===== config.mk =====
export PLATFORM = sky130hd
export DESIGN_NAME = spi_cell
export DESIGN_NICKNAME = d
export VERILOG_FILES = /design/src/spi_pkg.sv /design/src/spi_cell.sv
export SDC_FILE = /design/constraint.sdc
export NUM_CORES = 1
export LEC_CHECK = 0
export BUFFER_PORTS_ARGS = -buffer_cell sky130_fd_sc_hd__clkbuf_2
export CORE_ASPECT_RATIO = 1.25
export CORE_UTILIZATION = 45
export DETAILED_ROUTE_END_ITERATION = 10
export PLACE_DENSITY = 0.85
export SLEW_MARGIN = 10
export SYNTH_ARGS = -nofsm -noshare
export SYNTH_HDL_FRONTEND = slang
export SYNTH_SLANG_ARGS = --single-unit

===== constraint.sdc =====
create_clock -name clk -period 3 [get_ports clk]
set_clock_uncertainty 0.2 [all_clocks]
set_input_delay 0.3 -clock clk [delete_from_list [all_inputs] [get_ports clk]]
set_output_delay 0.3 -clock clk [all_outputs]
set_load 0.05 [all_outputs]

===== src/spi_pkg.sv =====
// Shared constants and types for the segment versus polyline intersection block.
package spi_pkg;

  localparam int unsigned MAX_VERTICES_DEF = 256;
  localparam int unsigned COORD_BITS_DEF   = 16;

  localparam int unsigned OP_W = 2;
  localparam logic [OP_W-1:0] OP_CLEAR  = 2'd0;
  localparam logic [OP_W-1:0] OP_APPEND = 2'd1;
  localparam logic [OP_W-1:0] OP_QUERY  = 2'd2;

  // ring shift control: push inserts at cell 0, rot turns the ring toward cell 0
  typedef struct packed {
    logic push;
    logic rot;
  } spi_shift_t;

  // per scan step enables for the edge test unit
  typedef struct packed {
    logic match_en;
    logic edge_en;
  } spi_step_t;

endpackage


===== src/spi_cell.sv =====
// One vertex cell of the polyline ring.
module spi_cell import spi_pkg::*; #(
  parameter int unsigned COORD_BITS = COORD_BITS_DEF
) (
  input  logic                         clk,
  input  spi_shift_t                   ctl,
  input  logic signed [COORD_BITS-1:0] lo_x,
  input  logic signed [COORD_BITS-1:0] lo_y,
  input  logic signed [COORD_BITS-1:0] hi_x,
  input  logic signed [COORD_BITS-1:0] hi_y,
  output logic signed [COORD_BITS-1:0] x,
  output logic signed [COORD_BITS-1:0] y
);

  logic signed [COORD_BITS-1:0] x_r, y_r, x_nxt, y_nxt;

  always_comb begin
    x_nxt = x_r;
    y_nxt = y_r;
    if (ctl.push) begin
      x_nxt = lo_x;
      y_nxt = lo_y;
    end else if (ctl.rot) begin
      x_nxt = hi_x;
      y_nxt = hi_y;
    end
  end

  always_ff @(posedge clk) begin
    x_r <= x_nxt;
    y_r <= y_nxt;
  end

  assign x = x_r;
  assign y = y_r;

endmodule


-- Word-level counts from Yosys, hierarchy flattened
Index checks and enable logic that the tools add are counted.
- muxes and demuxes: 4
- reduce and logical (&&, ||, !) cells: 1
- operators by type and width (operator ; count):
    16-bit two-way mux ; 4
    2-bit nonzero test ; 1
- input bits: 67
- logic and storage cells: 7
- output and inout bits: 32
- register bits after elaboration: 32

-- Logic depth before layout (Yosys ltp)
- depth after elaboration: 2
- depth in mapped cells: 3
- depth with buffers taken out: 1

-- Worst setup path after synthesis
No wires, ideal clock.
- path kind: in2reg
- start point: in ctl[1] (netlist bit)
- end point: reg x_r[0], in the netlist x[0], enable pin
- library setup time: 390 ps
- arrival time: 1322 ps
- path buffers: 2
- setup slack: 1087 ps
- data required time: 2410 ps
- cell stages on the path: 3
- cells stage by stage: buf_6 -> buf_12 -> or2_1
- cells in the longest elaborated chain, start to end: 1
- ends and longest elaborated chain (element ; line ; RTL):
    start, declared ; spi_cell.sv:6 ; input spi_shift_t ctl,
    2-bit nonzero test (no source line) ; -- ;
    end signal, assigned ; spi_cell.sv:30 ; x_r <= x_nxt;
    end, declared ; spi_cell.sv:15 ; logic signed [COORD_BITS-1:0] x_r, y_r, x_nxt, y_nxt;
Every way passes these cells.
A chain may end at the register's enable or synchronous reset.

-- Worst setup path after layout
- start point: in ctl[1] (netlist bit)
- end point: reg y_r[10], in the netlist y[10], data pin
- cells in the longest elaborated chain, start to end: 1
- ends and longest elaborated chain (element ; line ; RTL):
    16-bit two-way mux ; spi_cell.sv:20 ; if (ctl.push) begin
    via y_nxt[10] ; spi_cell.sv:15 ;
    end signal, assigned ; spi_cell.sv:31 ; y_r <= y_nxt;
    end, declared ; spi_cell.sv:15 ;
The timed path passes the listed nets, and every way through them passes these cells.

==> metrics.csv <==
metric,value,unit
final.setup.tns,0,ps
die_h,66.7,um
yosysWarnings,0,
drive_gt1_share,79.4,%
ff_latch_area,961,um^2
cts_root_buf,clkbuf_8,
multi_input_area,475,um^2
postCtsSetupRepairBufs,0,
numCtsBuffers,5,
place_congestion,0.703,
syn_area_per_cell,21.9,um^2
htree_num_levels,2,
core,3190,um^2
synth_top_area_cell,edfxtp_1,
grt_usage,18.6,%
rows,23,
synth_ff_type,edfxtp_1,
powerDensity,577,nW/um^2
die_w,53.8,um
diodes,0,
initial_core_util,47.2,%
arrival,1330,ps
leakagePower,0.00104,uW
die_area,3590,um^2
status,completed,
antenna_found_initial,0,
antenna_left,0,
finalCritPeriodShare,50.1,%
cap_violations,0,
areaGrowthSynthToFinish,38.2,%
dr_total_vias,981,
async_flop_share,0,%
p_switching,380,uW
portBuffers,98,
hold_viol,0,
routedWlPerCell,13.8,um
pre_cts_ws,1200,ps
overflow,0,
critPathKind,in2reg,
viasPerCell,4.63,
netlist_top_cells_count,"edfxtp_1, mux2_4, buf_12, mux2_2",
synth_area_leaders,"edfxtp_1, mux2_4, buf_12, mux2_2, buf_6",
period_needed,1500,ps
cts_tree,built,
setup_viol,0,
slew_headroom,67.4,%
drv_slew,0,
first_iter_violations,8,
drc,0,
netlist_instances,69,
cts_hold_buf,0,
switching_share,31.6,%
grt_max_degree,20,
critPathLaunchType,input port,
p_int,822,uW
io_pins,99,
ys_types,6,
synth_edf_count,32,
min_path_type,in2reg,
ir_drop,370,uV
syn-cell-area,1510,um^2
power.share.combinational,28.4,%
worst_pin_slew,490,ps
ys_ff_latch,32,
fillCellCount,258,
synth_top_area_share,63.7,%
p_clk_share,24.8,%
grt_first_pass_wirelength,4440,um
rsz0062_at_grt,false,
cts_buffer_depth,2,
clkTransAtPathRegs,60,ps
layout_setup_ws,1500,ps
wirelength,2930,um
clock.fmax,0.666,GHz
endpoint_kind,flip-flop,
syn_nets,136,
cts_resized,0,
finalNetCount,241,
firstDrtPassIters,4,
ys_seq_area_share,63.7,%
dp_cells,204,
final_cells,212,
critPathMaxFanout,17,
first_global_vias,1083,
power_frac_seq,46.8,%
synth_most_common_cell,edfxtp_1,
crit_required,2820,ps
numClockSinks,32,
==> area by class of cell <==
cell class,count,area share (%)
multi-input combinational,33,22.8
timing repair buffer,102,25.0
clock buffer,7,3.66
tap,37,2.22
clock inverter,1,0.180
sequential,32,46.1
==> power by group through the flow <==
stage                     Sequential [uW]  Combinational (uW)  Clock (uW)
final                                 562                 341         299
after detailed placement              572                 343           0
after global placement                570                 337           0
after CTS                             563                 344         307
after floorplan                       748                79.1           0
after global routing                  567                 355         334
==> layer usage <==
layer	part of all wire [%]	up-vias	wire length, um	global-route usage [%]
met2	62	46	1800	35.6
met5	0	-	0	0
li1	-	478	-	-
met4	1.2	0	34	9.87
met1	29	453	842	14.5
met3	8.4	4	246	7.76
==> state kept, by name, summed over array words and instances, names as in the netlist <==
signal  cells
y          16
x          16
==> cells by family after synthesis <==
kind of cell           synth area share, %
and+or+nand+nor                      0.415
muxes                                 31.1
buffers and inverters                 4.73
DFF                                   63.7
==> stage by stage <==
stage / cell area, um^2 / util, % / hold slack (ps) / power [uW]
after global routing: 2080 / 65.2 / 106 / 1260
after global placement: 2000 / 62.7 / 401 / 907
after detailed placement: 2000 / 62.7 / 404 / 916
after floorplan: 1510 / - / 317 / 827
final: 2080 / 65.2 / 122 / 1200
after CTS: 2080 / 65.2 / 115 / 1210
==> cell usage in the layout, fill, tap and decap left out <==
master,n
clkbuf_8,5
clkbuf_2,98
edfxtp_1,32
buf_4,4
clkinv_1,1
mux2_4,29
mux2_2,3
clkbuf_1,2
or2_1,1
==> worst paths after layout <==
kind / from / depth (start not counted) / to
max: ctl[1] / 3 / y[10]$_DFFE_PP_
min: hi_y[6] / 2 / y[6]$_DFFE_PP_
==> critical path, cell delays in order <==
cell      delay (ps)
clkbuf_2         400
buf_4            310
mux2_4           320
Note: power is estimated with default switching activity, not from simulation.
